File: src/rtl/core/pop_pkg.sv
// Shared types and constants for the partitioned object pool.
// Used by pop_seq and partitioned_object_pool; no dependencies.
package pop_pkg;

  localparam int REG_COUNT = 6;
  localparam int CNT_W     = 8;
  localparam int BASE_W    = 12;
  localparam int CLS_W     = 3;
  localparam int SLOT_IN_W = 7;
  localparam int CFG_IDX_W = 3;

  localparam logic [CNT_W-1:0] CNT_RESET [REG_COUNT] = '{
    8'd8, 8'd8, 8'd16, 8'd32, 8'd32, 8'd32
  };

  typedef enum logic [1:0] {
    ACT_INIT    = 2'd0,
    ACT_ALLOC   = 2'd1,
    ACT_RELEASE = 2'd2,
    ACT_WALK    = 2'd3
  } act_t;

  typedef enum logic [1:0] {
    STS_OK       = 2'd0,
    STS_EMPTY    = 2'd1,
    STS_NOT_USED = 2'd2,
    STS_OVER     = 2'd3
  } stat_t;

  typedef enum logic [3:0] {
    S_IDLE,
    S_DECODE,
    S_BASE,
    S_CHECK,
    S_FILL,
    S_ALLOC_A,
    S_ALLOC_B,
    S_LOOKUP,
    S_REL_A,
    S_REL_B,
    S_WALK,
    S_RESP
  } state_t;

  typedef struct packed {
    logic in_valid;
    logic out_free;
    logic cls_bad;
    act_t act;
    logic from_head;
    logic s_bad;
    logic f_nil;
    logic base_done;
    logic over;
    logic cnt_zero;
    logic fill_last;
    logic owner_bad;
  } cond_t;

  typedef struct packed {
    logic in_ready;
    logic capture;
    logic decode;
    logic base_step;
    logic check;
    logic fill;
    logic alloc_a;
    logic alloc_b;
    logic lookup;
    logic rel_a;
    logic rel_b;
    logic walk;
    logic resp_load;
  } ctl_t;

endpackage

File: src/rtl/core/partitioned_object_pool.sv
// Init adds up the base of the class one base term at a time, checks the class end against
// the pool, then fills the class one slot per cycle.
// Throughput: one transaction at a time; the next can be taken in the cycle after the result
// is loaded. Link, prev and owner stores sit in RAMs with one write and one read port each.
// Synchronous active-low reset: all classes empty and uninitialized, no slot busy,
// slot counts back to 8, 8, 16, 32, 32, 32. Link stores are not cleared.
module partitioned_object_pool #(
  parameter int POOL_SLOTS  = 128,
  parameter int NUM_CLASSES = 6
) (
  input  logic       clk,
  input  logic       rst_n,
  input  logic       in_valid,
  output logic       in_ready,
  input  logic [1:0] in_action,
  input  logic [2:0] in_pool_class,
  input  logic [6:0] in_slot,
  input  logic       in_from_head,
  output logic       out_valid,
  input  logic       out_ready,
  output logic [6:0] out_result_slot,
  output logic [1:0] out_status,
  input  logic       cfg_valid,
  output logic       cfg_ready,
  input  logic [2:0] cfg_index,
  input  logic [7:0] cfg_data
);

  localparam int SLOT_W = $clog2(POOL_SLOTS);
  localparam int LINK_W = $clog2(POOL_SLOTS + 1);
  localparam int CIDX_W = (NUM_CLASSES > 1) ? $clog2(NUM_CLASSES) : 1;
  localparam logic [LINK_W-1:0] NIL = LINK_W'(POOL_SLOTS);

  localparam int BW = pop_pkg::BASE_W;
  localparam int CW = pop_pkg::CLS_W;
  localparam int SW = pop_pkg::SLOT_IN_W;

  pop_pkg::cond_t cond;
  pop_pkg::ctl_t  ctl;

  pop_pkg::act_t            act_r;
  logic [CW-1:0]            cls_r;
  logic [SW-1:0]            slot_r;
  logic                     from_head_r;
  logic [pop_pkg::CNT_W-1:0] cnt_r [pop_pkg::REG_COUNT];

  logic [BW-1:0]            acc_r;
  logic [BW-1:0]            end_r;
  logic [CW-1:0]            k_r;
  logic [SLOT_W-1:0]        f_r;
  logic [LINK_W-1:0]        u_r;
  logic [SW-1:0]            res_slot_r;
  pop_pkg::stat_t           res_st_r;
  logic                     out_valid_r;
  logic [SW-1:0]            out_slot_r;
  pop_pkg::stat_t           out_st_r;

  logic [POOL_SLOTS-1:0]    busy_r;
  logic [LINK_W-1:0]        free_head_r [NUM_CLASSES];
  logic [LINK_W-1:0]        used_head_r [NUM_CLASSES];

  logic                     cls_ok;
  logic [CIDX_W-1:0]        ci;
  logic [LINK_W-1:0]        fh;
  logic [LINK_W-1:0]        uh;
  logic                     s_ok;
  logic [SLOT_W-1:0]        si;
  logic [pop_pkg::CNT_W-1:0] cnt_k;
  logic [BW-1:0]            add_b;
  logic [BW-1:0]            sum;
  logic                     p_ok;
  logic                     n_ok;

  logic [LINK_W-1:0]        nx_rd;
  logic [LINK_W-1:0]        pv_rd;
  logic [CW-1:0]            own_rd;

  logic                     nx_we;
  logic [SLOT_W-1:0]        nx_wa;
  logic [LINK_W-1:0]        nx_wd;
  logic [SLOT_W-1:0]        nx_ra;
  logic                     pv_we;
  logic [SLOT_W-1:0]        pv_wa;
  logic [LINK_W-1:0]        pv_wd;

  logic                     free_we;
  logic [LINK_W-1:0]        free_wd;
  logic                     used_we;
  logic [LINK_W-1:0]        used_wd;
  logic                     busy_we;
  logic [SLOT_W-1:0]        busy_wa;
  logic                     busy_wd;

  logic [SW-1:0]            res_slot_nxt;
  pop_pkg::stat_t           res_st_nxt;

  // ---- decode of the held transaction ----
  assign cls_ok = (CW + 1)'(cls_r) < (CW + 1)'(NUM_CLASSES);
  assign ci     = cls_ok ? CIDX_W'(cls_r) : '0;
  assign fh     = free_head_r[ci];
  assign uh     = used_head_r[ci];
  assign s_ok   = 32'(slot_r) < 32'(POOL_SLOTS);
  assign si     = SLOT_W'(slot_r);
  assign cnt_k  = (k_r < CW'(pop_pkg::REG_COUNT)) ? cnt_r[k_r] : '0;
  assign p_ok   = pv_rd < NIL;
  assign n_ok   = nx_rd < NIL;

  // shared adder: base accumulation, class end, fill address step
  assign add_b = ctl.fill ? BW'(1) : BW'(cnt_k);
  assign sum   = acc_r + add_b;

  always_comb begin
    cond           = '0;
    cond.in_valid  = in_valid;
    cond.out_free  = !out_valid_r || out_ready;
    cond.cls_bad   = !cls_ok;
    cond.act       = act_r;
    cond.from_head = from_head_r;
    cond.s_bad     = !s_ok || !busy_r[si];
    cond.f_nil     = !(fh < NIL);
    cond.base_done = (k_r == cls_r);
    cond.over      = sum > BW'(POOL_SLOTS);
    cond.cnt_zero  = (cnt_k == '0);
    cond.fill_last = (sum == end_r);
    cond.owner_bad = (own_rd != cls_r);
  end

  pop_seq u_seq (
    .clk   (clk),
    .rst_n (rst_n),
    .cond  (cond),
    .ctl   (ctl)
  );

  // ---- configuration ----
  assign cfg_ready = 1'b1;

  always_ff @(posedge clk) begin
    if (!rst_n) begin
      for (int i = 0; i < pop_pkg::REG_COUNT; i++) begin
        cnt_r[i] <= pop_pkg::CNT_RESET[i];
      end
    end else if (cfg_valid && cfg_index < pop_pkg::CFG_IDX_W'(pop_pkg::REG_COUNT)) begin
      cnt_r[cfg_index] <= cfg_data;
    end
  end

  // ---- transaction capture and working registers ----
  always_ff @(posedge clk) begin
    if (ctl.capture) begin
      act_r       <= pop_pkg::act_t'(in_action);
      cls_r       <= in_pool_class;
      slot_r      <= in_slot;
      from_head_r <= in_from_head;
    end
    if (ctl.decode) begin
      acc_r <= '0;
      k_r   <= '0;
      f_r   <= SLOT_W'(fh);
      u_r   <= uh;
    end
    if (ctl.base_step && !cond.base_done) begin
      acc_r <= sum;
      k_r   <= CW'(k_r + 1'b1);
    end
    if (ctl.check) begin
      end_r <= sum;
    end
    if (ctl.fill) begin
      acc_r <= sum;
    end
    res_slot_r <= res_slot_nxt;
    res_st_r   <= res_st_nxt;
  end

  // ---- result selection ----
  always_comb begin
    res_slot_nxt = res_slot_r;
    res_st_nxt   = res_st_r;
    if (ctl.decode) begin
      res_slot_nxt = '0;
      res_st_nxt   = pop_pkg::STS_OK;
      if (!cls_ok) begin
        res_st_nxt = pop_pkg::STS_EMPTY;
      end else begin
        case (act_r)
          pop_pkg::ACT_ALLOC: begin
            if (cond.f_nil) res_st_nxt = pop_pkg::STS_EMPTY;
          end
          pop_pkg::ACT_RELEASE: begin
            if (cond.s_bad) res_st_nxt = pop_pkg::STS_NOT_USED;
          end
          pop_pkg::ACT_WALK: begin
            if (from_head_r) begin
              if (uh < NIL) res_slot_nxt = SW'(uh);
              else          res_st_nxt   = pop_pkg::STS_EMPTY;
            end else if (cond.s_bad) begin
              res_st_nxt = pop_pkg::STS_NOT_USED;
            end
          end
          default: ;
        endcase
      end
    end
    if (ctl.check && cond.over) begin
      res_st_nxt = pop_pkg::STS_OVER;
    end
    if (ctl.alloc_b) begin
      res_slot_nxt = SW'(f_r);
    end
    if (ctl.rel_a && cond.owner_bad) begin
      res_st_nxt = pop_pkg::STS_NOT_USED;
    end
    if (ctl.walk) begin
      if (cond.owner_bad)  res_st_nxt   = pop_pkg::STS_NOT_USED;
      else if (!n_ok)      res_st_nxt   = pop_pkg::STS_EMPTY;
      else                 res_slot_nxt = SW'(nx_rd);
    end
  end

  // ---- link stores ----
  always_comb begin
    nx_we = 1'b0;
    nx_wa = si;
    nx_wd = fh;
    if (ctl.fill) begin
      nx_we = 1'b1;
      nx_wa = SLOT_W'(acc_r);
      nx_wd = cond.fill_last ? NIL : LINK_W'(sum);
    end else if (ctl.alloc_b) begin
      nx_we = 1'b1;
      nx_wa = f_r;
      nx_wd = u_r;
    end else if (ctl.rel_a) begin
      nx_we = !cond.owner_bad && p_ok;
      nx_wa = SLOT_W'(pv_rd);
      nx_wd = nx_rd;
    end else if (ctl.rel_b) begin
      nx_we = 1'b1;
    end
  end

  assign nx_ra = ctl.alloc_a ? f_r : si;

  always_comb begin
    pv_we = 1'b0;
    pv_wa = f_r;
    pv_wd = NIL;
    if (ctl.alloc_a) begin
      pv_we = u_r < NIL;
      pv_wa = SLOT_W'(u_r);
      pv_wd = LINK_W'(f_r);
    end else if (ctl.alloc_b) begin
      pv_we = 1'b1;
    end else if (ctl.rel_a) begin
      pv_we = !cond.owner_bad && n_ok;
      pv_wa = SLOT_W'(nx_rd);
      pv_wd = pv_rd;
    end
  end

  pop_ram #(.WIDTH(LINK_W), .DEPTH(POOL_SLOTS)) u_next_ram (
    .clk   (clk),
    .we    (nx_we),
    .waddr (nx_wa),
    .wdata (nx_wd),
    .raddr (nx_ra),
    .rdata (nx_rd)
  );

  pop_ram #(.WIDTH(LINK_W), .DEPTH(POOL_SLOTS)) u_prev_ram (
    .clk   (clk),
    .we    (pv_we),
    .waddr (pv_wa),
    .wdata (pv_wd),
    .raddr (si),
    .rdata (pv_rd)
  );

  pop_ram #(.WIDTH(CW), .DEPTH(POOL_SLOTS)) u_owner_ram (
    .clk   (clk),
    .we    (ctl.fill),
    .waddr (SLOT_W'(acc_r)),
    .wdata (cls_r),
    .raddr (si),
    .rdata (own_rd)
  );

  // ---- list heads ----
  always_comb begin
    free_we = 1'b0;
    free_wd = NIL;
    used_we = 1'b0;
    used_wd = NIL;
    if (ctl.check && !cond.over) begin
      free_we = 1'b1;
      free_wd = cond.cnt_zero ? NIL : LINK_W'(acc_r);
      used_we = 1'b1;
    end else if (ctl.alloc_b) begin
      free_we = 1'b1;
      free_wd = nx_rd;
      used_we = 1'b1;
      used_wd = LINK_W'(f_r);
    end else if (ctl.rel_a) begin
      used_we = !cond.owner_bad && !p_ok;
      used_wd = nx_rd;
    end else if (ctl.rel_b) begin
      free_we = 1'b1;
      free_wd = LINK_W'(si);
    end
  end

  always_ff @(posedge clk) begin
    if (!rst_n) begin
      for (int i = 0; i < NUM_CLASSES; i++) begin
        free_head_r[i] <= NIL;
        used_head_r[i] <= NIL;
      end
    end else begin
      if (free_we) free_head_r[ci] <= free_wd;
      if (used_we) used_head_r[ci] <= used_wd;
    end
  end

  // ---- busy flags ----
  always_comb begin
    busy_we = 1'b0;
    busy_wa = si;
    busy_wd = 1'b0;
    if (ctl.fill) begin
      busy_we = 1'b1;
      busy_wa = SLOT_W'(acc_r);
    end else if (ctl.alloc_b) begin
      busy_we = 1'b1;
      busy_wa = f_r;
      busy_wd = 1'b1;
    end else if (ctl.rel_b) begin
      busy_we = 1'b1;
    end
  end

  always_ff @(posedge clk) begin
    if (!rst_n) begin
      busy_r <= '0;
    end else if (busy_we) begin
      busy_r[busy_wa] <= busy_wd;
    end
  end

  // ---- output register ----
  always_ff @(posedge clk) begin
    if (!rst_n) begin
      out_valid_r <= 1'b0;
    end else if (ctl.resp_load) begin
      out_valid_r <= 1'b1;
    end else if (out_ready) begin
      out_valid_r <= 1'b0;
    end
    if (ctl.resp_load) begin
      out_slot_r <= res_slot_r;
      out_st_r   <= res_st_r;
    end
  end

  assign in_ready        = ctl.in_ready;
  assign out_valid       = out_valid_r;
  assign out_result_slot = out_slot_r;
  assign out_status      = out_st_r;

  // ---- assertions ----
  a_busy_after_accept: assert property (@(posedge clk) disable iff (!rst_n)
    (in_valid && in_ready) |=> !in_ready)
    else $error("new transaction taken while one is in flight");

  a_result_from_seq: assert property (@(posedge clk) disable iff (!rst_n)
    $rose(out_valid_r) |-> $past(ctl.resp_load))
    else $error("result shown without a response phase");

  a_fill_in_range: assert property (@(posedge clk) disable iff (!rst_n)
    ctl.fill |-> (acc_r < end_r) && (acc_r < BW'(POOL_SLOTS)))
    else $error("init fill address outside class range");

  a_alloc_marks_busy: assert property (@(posedge clk) disable iff (!rst_n)
    ctl.alloc_b |=> busy_r[$past(f_r)])
    else $error("allocated slot not marked busy");

endmodule

File: src/rtl/core/pop_ram.sv
// Generic simple dual-port RAM: one write port, one read port, registered read.
// No dependencies.
module pop_ram #(
  parameter int WIDTH = 8,
  parameter int DEPTH = 128
) (
  input  logic                             clk,
  input  logic                             we,
  input  logic [$clog2(DEPTH)-1:0]         waddr,
  input  logic [WIDTH-1:0]                 wdata,
  input  logic [$clog2(DEPTH)-1:0]         raddr,
  output logic [WIDTH-1:0]                 rdata
);

  logic [WIDTH-1:0] mem [DEPTH];

  always_ff @(posedge clk) begin
    if (we) begin
      mem[waddr] <= wdata;
    end
    rdata <= mem[raddr];
  end

endmodule

File: src/rtl/core/pop_seq.sv
// Sequencer for the object pool: steps each transaction through its phases.
// Depends on pop_pkg (state_t, cond_t, ctl_t, act_t).
module pop_seq (
  input  logic           clk,
  input  logic           rst_n,
  input  pop_pkg::cond_t cond,
  output pop_pkg::ctl_t  ctl
);

  pop_pkg::state_t state_r;
  pop_pkg::state_t state_nxt;

  always_ff @(posedge clk) begin
    if (!rst_n) begin
      state_r <= pop_pkg::S_IDLE;
    end else begin
      state_r <= state_nxt;
    end
  end

  always_comb begin
    state_nxt = state_r;
    unique case (state_r)
      pop_pkg::S_IDLE: begin
        if (cond.in_valid) state_nxt = pop_pkg::S_DECODE;
      end
      pop_pkg::S_DECODE: begin
        if (cond.cls_bad) begin
          state_nxt = pop_pkg::S_RESP;
        end else begin
          unique case (cond.act)
            pop_pkg::ACT_INIT:    state_nxt = pop_pkg::S_BASE;
            pop_pkg::ACT_ALLOC:   state_nxt = cond.f_nil ? pop_pkg::S_RESP : pop_pkg::S_ALLOC_A;
            pop_pkg::ACT_RELEASE: state_nxt = cond.s_bad ? pop_pkg::S_RESP : pop_pkg::S_LOOKUP;
            pop_pkg::ACT_WALK: begin
              state_nxt = (cond.from_head || cond.s_bad) ? pop_pkg::S_RESP
                                                         : pop_pkg::S_LOOKUP;
            end
            default: state_nxt = pop_pkg::S_RESP;
          endcase
        end
      end
      pop_pkg::S_BASE: begin
        if (cond.base_done) state_nxt = pop_pkg::S_CHECK;
      end
      pop_pkg::S_CHECK: begin
        state_nxt = (cond.over || cond.cnt_zero) ? pop_pkg::S_RESP : pop_pkg::S_FILL;
      end
      pop_pkg::S_FILL: begin
        if (cond.fill_last) state_nxt = pop_pkg::S_RESP;
      end
      pop_pkg::S_ALLOC_A: state_nxt = pop_pkg::S_ALLOC_B;
      pop_pkg::S_ALLOC_B: state_nxt = pop_pkg::S_RESP;
      pop_pkg::S_LOOKUP: begin
        state_nxt = (cond.act == pop_pkg::ACT_RELEASE) ? pop_pkg::S_REL_A : pop_pkg::S_WALK;
      end
      pop_pkg::S_REL_A: begin
        state_nxt = cond.owner_bad ? pop_pkg::S_RESP : pop_pkg::S_REL_B;
      end
      pop_pkg::S_REL_B: state_nxt = pop_pkg::S_RESP;
      pop_pkg::S_WALK:  state_nxt = pop_pkg::S_RESP;
      pop_pkg::S_RESP: begin
        if (cond.out_free) state_nxt = pop_pkg::S_IDLE;
      end
      default: state_nxt = pop_pkg::S_IDLE;
    endcase
  end

  always_comb begin
    ctl           = '0;
    ctl.in_ready  = (state_r == pop_pkg::S_IDLE);
    ctl.capture   = (state_r == pop_pkg::S_IDLE) && cond.in_valid;
    ctl.decode    = (state_r == pop_pkg::S_DECODE);
    ctl.base_step = (state_r == pop_pkg::S_BASE);
    ctl.check     = (state_r == pop_pkg::S_CHECK);
    ctl.fill      = (state_r == pop_pkg::S_FILL);
    ctl.alloc_a   = (state_r == pop_pkg::S_ALLOC_A);
    ctl.alloc_b   = (state_r == pop_pkg::S_ALLOC_B);
    ctl.lookup    = (state_r == pop_pkg::S_LOOKUP);
    ctl.rel_a     = (state_r == pop_pkg::S_REL_A);
    ctl.rel_b     = (state_r == pop_pkg::S_REL_B);
    ctl.walk      = (state_r == pop_pkg::S_WALK);
    ctl.resp_load = (state_r == pop_pkg::S_RESP) && cond.out_free;
  end

endmodule

File: config.mk
export PLATFORM = sky130hd
export DESIGN_NAME = partitioned_object_pool
export DESIGN_NICKNAME = d
export VERILOG_FILES = /design/src/rtl/core/pop_pkg.sv /design/src/rtl/core/partitioned_object_pool.sv /design/src/rtl/core/pop_ram.sv /design/src/rtl/core/pop_seq.sv
export SDC_FILE = /design/constraint.sdc
export NUM_CORES = 2
export LEC_CHECK = 0
export ABC_AREA = 1
export ABC_CLOCK_PERIOD_IN_PS = 25100
export CAP_MARGIN = 40
export CORE_MARGIN = 2
export CORE_UTILIZATION = 30
export CTS_CLUSTER_SIZE = 25
export DETAILED_ROUTE_END_ITERATION = 8
export DONT_BUFFER_PORTS = 1
export GPL_TIMING_DRIVEN = 0
export SYNTH_ARGS = -nofsm -noshare
export SYNTH_HDL_FRONTEND = slang
export SYNTH_SLANG_ARGS = --single-unit
export TNS_END_PERCENT = 30
File: constraint.sdc
create_clock -name clk -period 25.1 [get_ports clk]
set_input_delay 0 -clock clk [delete_from_list [all_inputs] [get_ports clk]]
set_output_delay 0 -clock clk [all_outputs]
set_load 0.005 [all_outputs]
==> flow_metrics.py <==
metrics = {
    "floorplanning": {
        "fp.dieArea_sq_um": 390200,
        "initial_core_util_pct": 30.19,
        "io-pin-count": 41,
        "row_count": 227,
        "coreArea_sq_um": 382900,
        "die-width_um": 624.7,
        "die_height_um": 624.7,
    },
    "sta": {
        "final.setup.tns_ns": 0,
        "fin_crit_sh_pct": 26.09,
        "slew-limit-headroom_pct": 25.91,
        "grt_setup_unrepaired": "no",
        "maxSlewViolCount": 0,
        "achievable-frequency_mhz": 152.7,
        "post-route-min-period_ns": 6.549,
        "fin_skew_ns": 0.1073,
        "worst_slew_pin_slew_ns": 1.100,
        "timing.final.setup_violations": 0,
        "final_hold_violations": 0,
    },
    "power": {
        "vdd_drop_max_uv": 60.61,
        "power_density_nw_per_um2": 108.9,
        "reported_leakage_power_nw": 45.68,
    },
    "clocking": {
        "post_cts.repair.setup_buffers": 0,
        "cts_made_buffers": 304,
        "cts_hold_repair.buffers": 51,
        "clock_tree.root_cell": "sky130_fd_sc_hd__clkbuf_16",
        "clock-sinks": 2820,
        "cts_max_path_buffers": 4,
        "htreeDepth": 5,
        "clk_transition_reported_paths_ns": 0.06,
        "cts.repair.resized": 0,
        "cts_tree": "built",
        "clock_insertion_delay_worst_skew_ns": 0.95,
    },
    "setup_path": {
        "slowest_cell_on_crit_path": "sky130_fd_sc_hd__edfxtp_1",
        "worst_r2r_endpoint": "u_prev_ram.rdata[2]",
        "worstRegToRegCells": 14,
        "cp_slowest_stage_delay_ns": 0.80,
        "reg2reg_from": "si[0]",
        "crit_type": "register to register",
        "critPathRequiredTime_ns": 25.93,
        "crit_family": "buffers and inverters",
        "cp_data_arrival_time_ns": 7.37,
        "path_buf_inv": 6,
        "critPathLaunchType": "register",
        "critical_path.endpoint_type": "register",
        "path_cells": "inv_1, buf_2, buf_2, buf_2, clkbuf_1, buf_8, nor2_1, o22ai_1, o21ai_0, o221ai_1, nand3_1, nand2_1, nand2_1, nand2_1",
        "critical_path_cell_count": 14,
        "path_max_fanout": 10,
        "r2r_setup_slack_ns": 18.55,
    },
    "layout": {
        "design.final.nets": 10810,
        "flow.area_growth_from_synthesis_pct": 20.79,
        "drive_above_1_share_pct": 12.24,
        "register_area_sq_um": 83040,
        "final_area_sq_um": 139600,
        "filler_cell_count": 37220,
        "multi_input_area_sq_um": 29300,
        "mostFrequentLayoutCell": "sky130_fd_sc_hd__edfxtp_1",
        "post-route-util_pct": 36.46,
        "most-common-layout-cells": "sky130_fd_sc_hd__edfxtp_1 (2656), sky130_fd_sc_hd__nor2_1 (2051), sky130_fd_sc_hd__o21ai_0 (1497)",
    },
    "global_routing": {
        "global_route.overflow_total": 0,
        "globalRouteTotalUtil_pct": 25.83,
        "grt_pass1_wl_mm": 700.6,
        "grt-busiest-layer": "met2",
        "grt_use_met2_pct": 37.02,
        "grt_start_max_net_pins": 81,
        "grt_pass1_vias": 84920,
        "groute.layer.met1.usage_pct": 33.04,
        "grt_antenna_before_repair": 55,
        "grt_util_met3_pct": 9.383,
    },
    "synth": {
        "yosys_warnings": 0,
        "syn_avg_cell_area_sq_um": 11.73,
        "flops_latches_synth": 2820,
        "synth_enable_flop_cells": 2656,
        "asyncSetResetFlopFracSynth_pct": 0,
        "synth-seq-area-share_pct": 71.85,
        "syn-cell-area_sq_um": 115600,
        "synth_cells": 9854,
        "synth_flop_cell": "sky130_fd_sc_hd__edfxtp_1",
        "number_of_distinct_standard_cells_referenced_by_the_synthesized_netlist": 54,
    },
    "route": {
        "route.detailed.vias_per_inst": 5.784,
        "drt_wl_total_mm": 523.8,
        "detailroute.via_count": 93060,
        "wl_per_cell_um": 32.55,
        "detail_route.iter0.violations": 17130,
        "drc": 0,
        "dr.pass1.iters": 7,
        "final_antenna_net_count": 0,
    },
    "run_status": {
        "status": "finished, final reports clean",
    },
    "worst_hold_path": {
        "hold_path_cell_cnt": 3,
        "timing.hold.worst_endpoint": "cnt_r[5][5]",
        "hp-start": "cfg_valid",
        "hold_path_class": "input port to register",
    },
    "place": {
        "finalWeightedCongestion": 1.035,
        "post-dp-hpwl_mm": 385.2,
        "port_buffers": 0,
        "postPlaceCellArea_sq_um": 129200,
    },
    "flow_run": {
        "maxCapViolations": 0,
    },
}
[metal layers]
layer  wire length, um  vias up
li1                  -    37850
met1            192400    45900
met2            215400     7677
met3             76690     1611
met4             38970       22
met5               366        -
[synthesized netlist by cell type, types with 14 or more instances]
cell                       instances  area share, %
sky130_fd_sc_hd__edfxtp_1       2656             69
sky130_fd_sc_hd__nor2_1         2139            6.9
sky130_fd_sc_hd__o21ai_0        1505            6.5
sky130_fd_sc_hd__nand2_1         811            2.6
sky130_fd_sc_hd__o22ai_1         615            3.3
sky130_fd_sc_hd__clkbuf_1        460            1.5
sky130_fd_sc_hd__nand3_1         436            1.9
sky130_fd_sc_hd__inv_1           192           0.62
sky130_fd_sc_hd__a21oi_1         181           0.78
sky130_fd_sc_hd__dfxtp_1         164            2.8
sky130_fd_sc_hd__buf_2           153           0.66
sky130_fd_sc_hd__nor3_1          118           0.51
sky130_fd_sc_hd__o221ai_1         64           0.48
sky130_fd_sc_hd__o211ai_1         50           0.32
sky130_fd_sc_hd__a311oi_1         38           0.29
sky130_fd_sc_hd__inv_2            32           0.10
sky130_fd_sc_hd__buf_1            30          0.097
sky130_fd_sc_hd__buf_4            17           0.11
sky130_fd_sc_hd__o311ai_0         16           0.12
sky130_fd_sc_hd__a31oi_1          14          0.076
sky130_fd_sc_hd__nor2_2           14          0.076
sky130_fd_sc_hd__o21ai_1          14          0.061
[tightest hold or removal path, cell delays in order]
cell and delay (ns):
sky130_fd_sc_hd__dlygate4sd3_1 0.57, sky130_fd_sc_hd__nand3_1 0.10, sky130_fd_sc_hd__a21oi_1 0.13
[cell families after synthesis]
family	share of synthesized area [%]
DFF	71.85
and+or+nand+nor	12.34
buffers and inverters	3.144
other	0.006498
xor gates and xnor gates	0.08336
adders and majority gates	0.1148
AOI/OAI and AO/OA	12.47
[power breakdown]
| group | total [mW] | switching [mW] | internal [mW] |
|---|---|---|---|
| logic | 4.89 | 3.71 | 1.18 |
| registers | 5.80 | 0.0891 | 5.71 |
| clock network | 4.52 | 1.97 | 2.55 |
[final cells by class]
cell class,count,area share (%)
Multi-Input combinational cell,6153,20.98
Clock buffer,375,5.795
Tap cell,5038,4.515
Inverter,234,0.6310
Timing Repair Buffer,598,5.353
Buffer,662,1.984
Clock inverter,176,1.195
Antenna cell,34,0.06094
Sequential cell,2820,59.48
[flip-flops by register name (all words and copies together) (netlist names), 3 cells and up, named ones only]
register	flops
u_next_ram.mem	1024
u_prev_ram.mem	1024
u_owner_ram.mem	384
busy_r	128
cnt_r	64
free_head_r	48
used_head_r	48
acc_r	12
end_r	12
u_next_ram.rdata	8
u_prev_ram.rdata	8
u_r	8
f_r	7
out_result_slot	7
res_slot_r	7
si	7
u_seq.state_r	4
cls_r	3
k_r	3
u_owner_ram.rdata	3
[metrics by stage]
stage	hold slack [ns]	cells	worst slack (ns)	total power, mW
floorplan	0.09887	9869	17.17	7.974
global placement	0.09964	14910	7.473	10.28
detailed placement	0.09963	15450	19.01	10.48
CTS	0.002149	16050	18.96	14.91
global route	0.06877	16060	18.49	15.44
finish	0.05266	16090	18.55	15.20
[how the worst max path moves through the flow]
stage                     startpoint                     to
after floorplan             cls_r[2]   u_next_ram.mem[0][6]
after global placement      cls_r[1]  u_next_ram.mem[17][6]
after detailed placement    register  u_next_ram.mem[21][2]
after CTS                   register  u_next_ram.mem[26][2]
after global routing        register  u_next_ram.mem[24][2]
final                          si[0]    u_prev_ram.rdata[2]
Note: power is estimated with default switching activity, not from simulation.
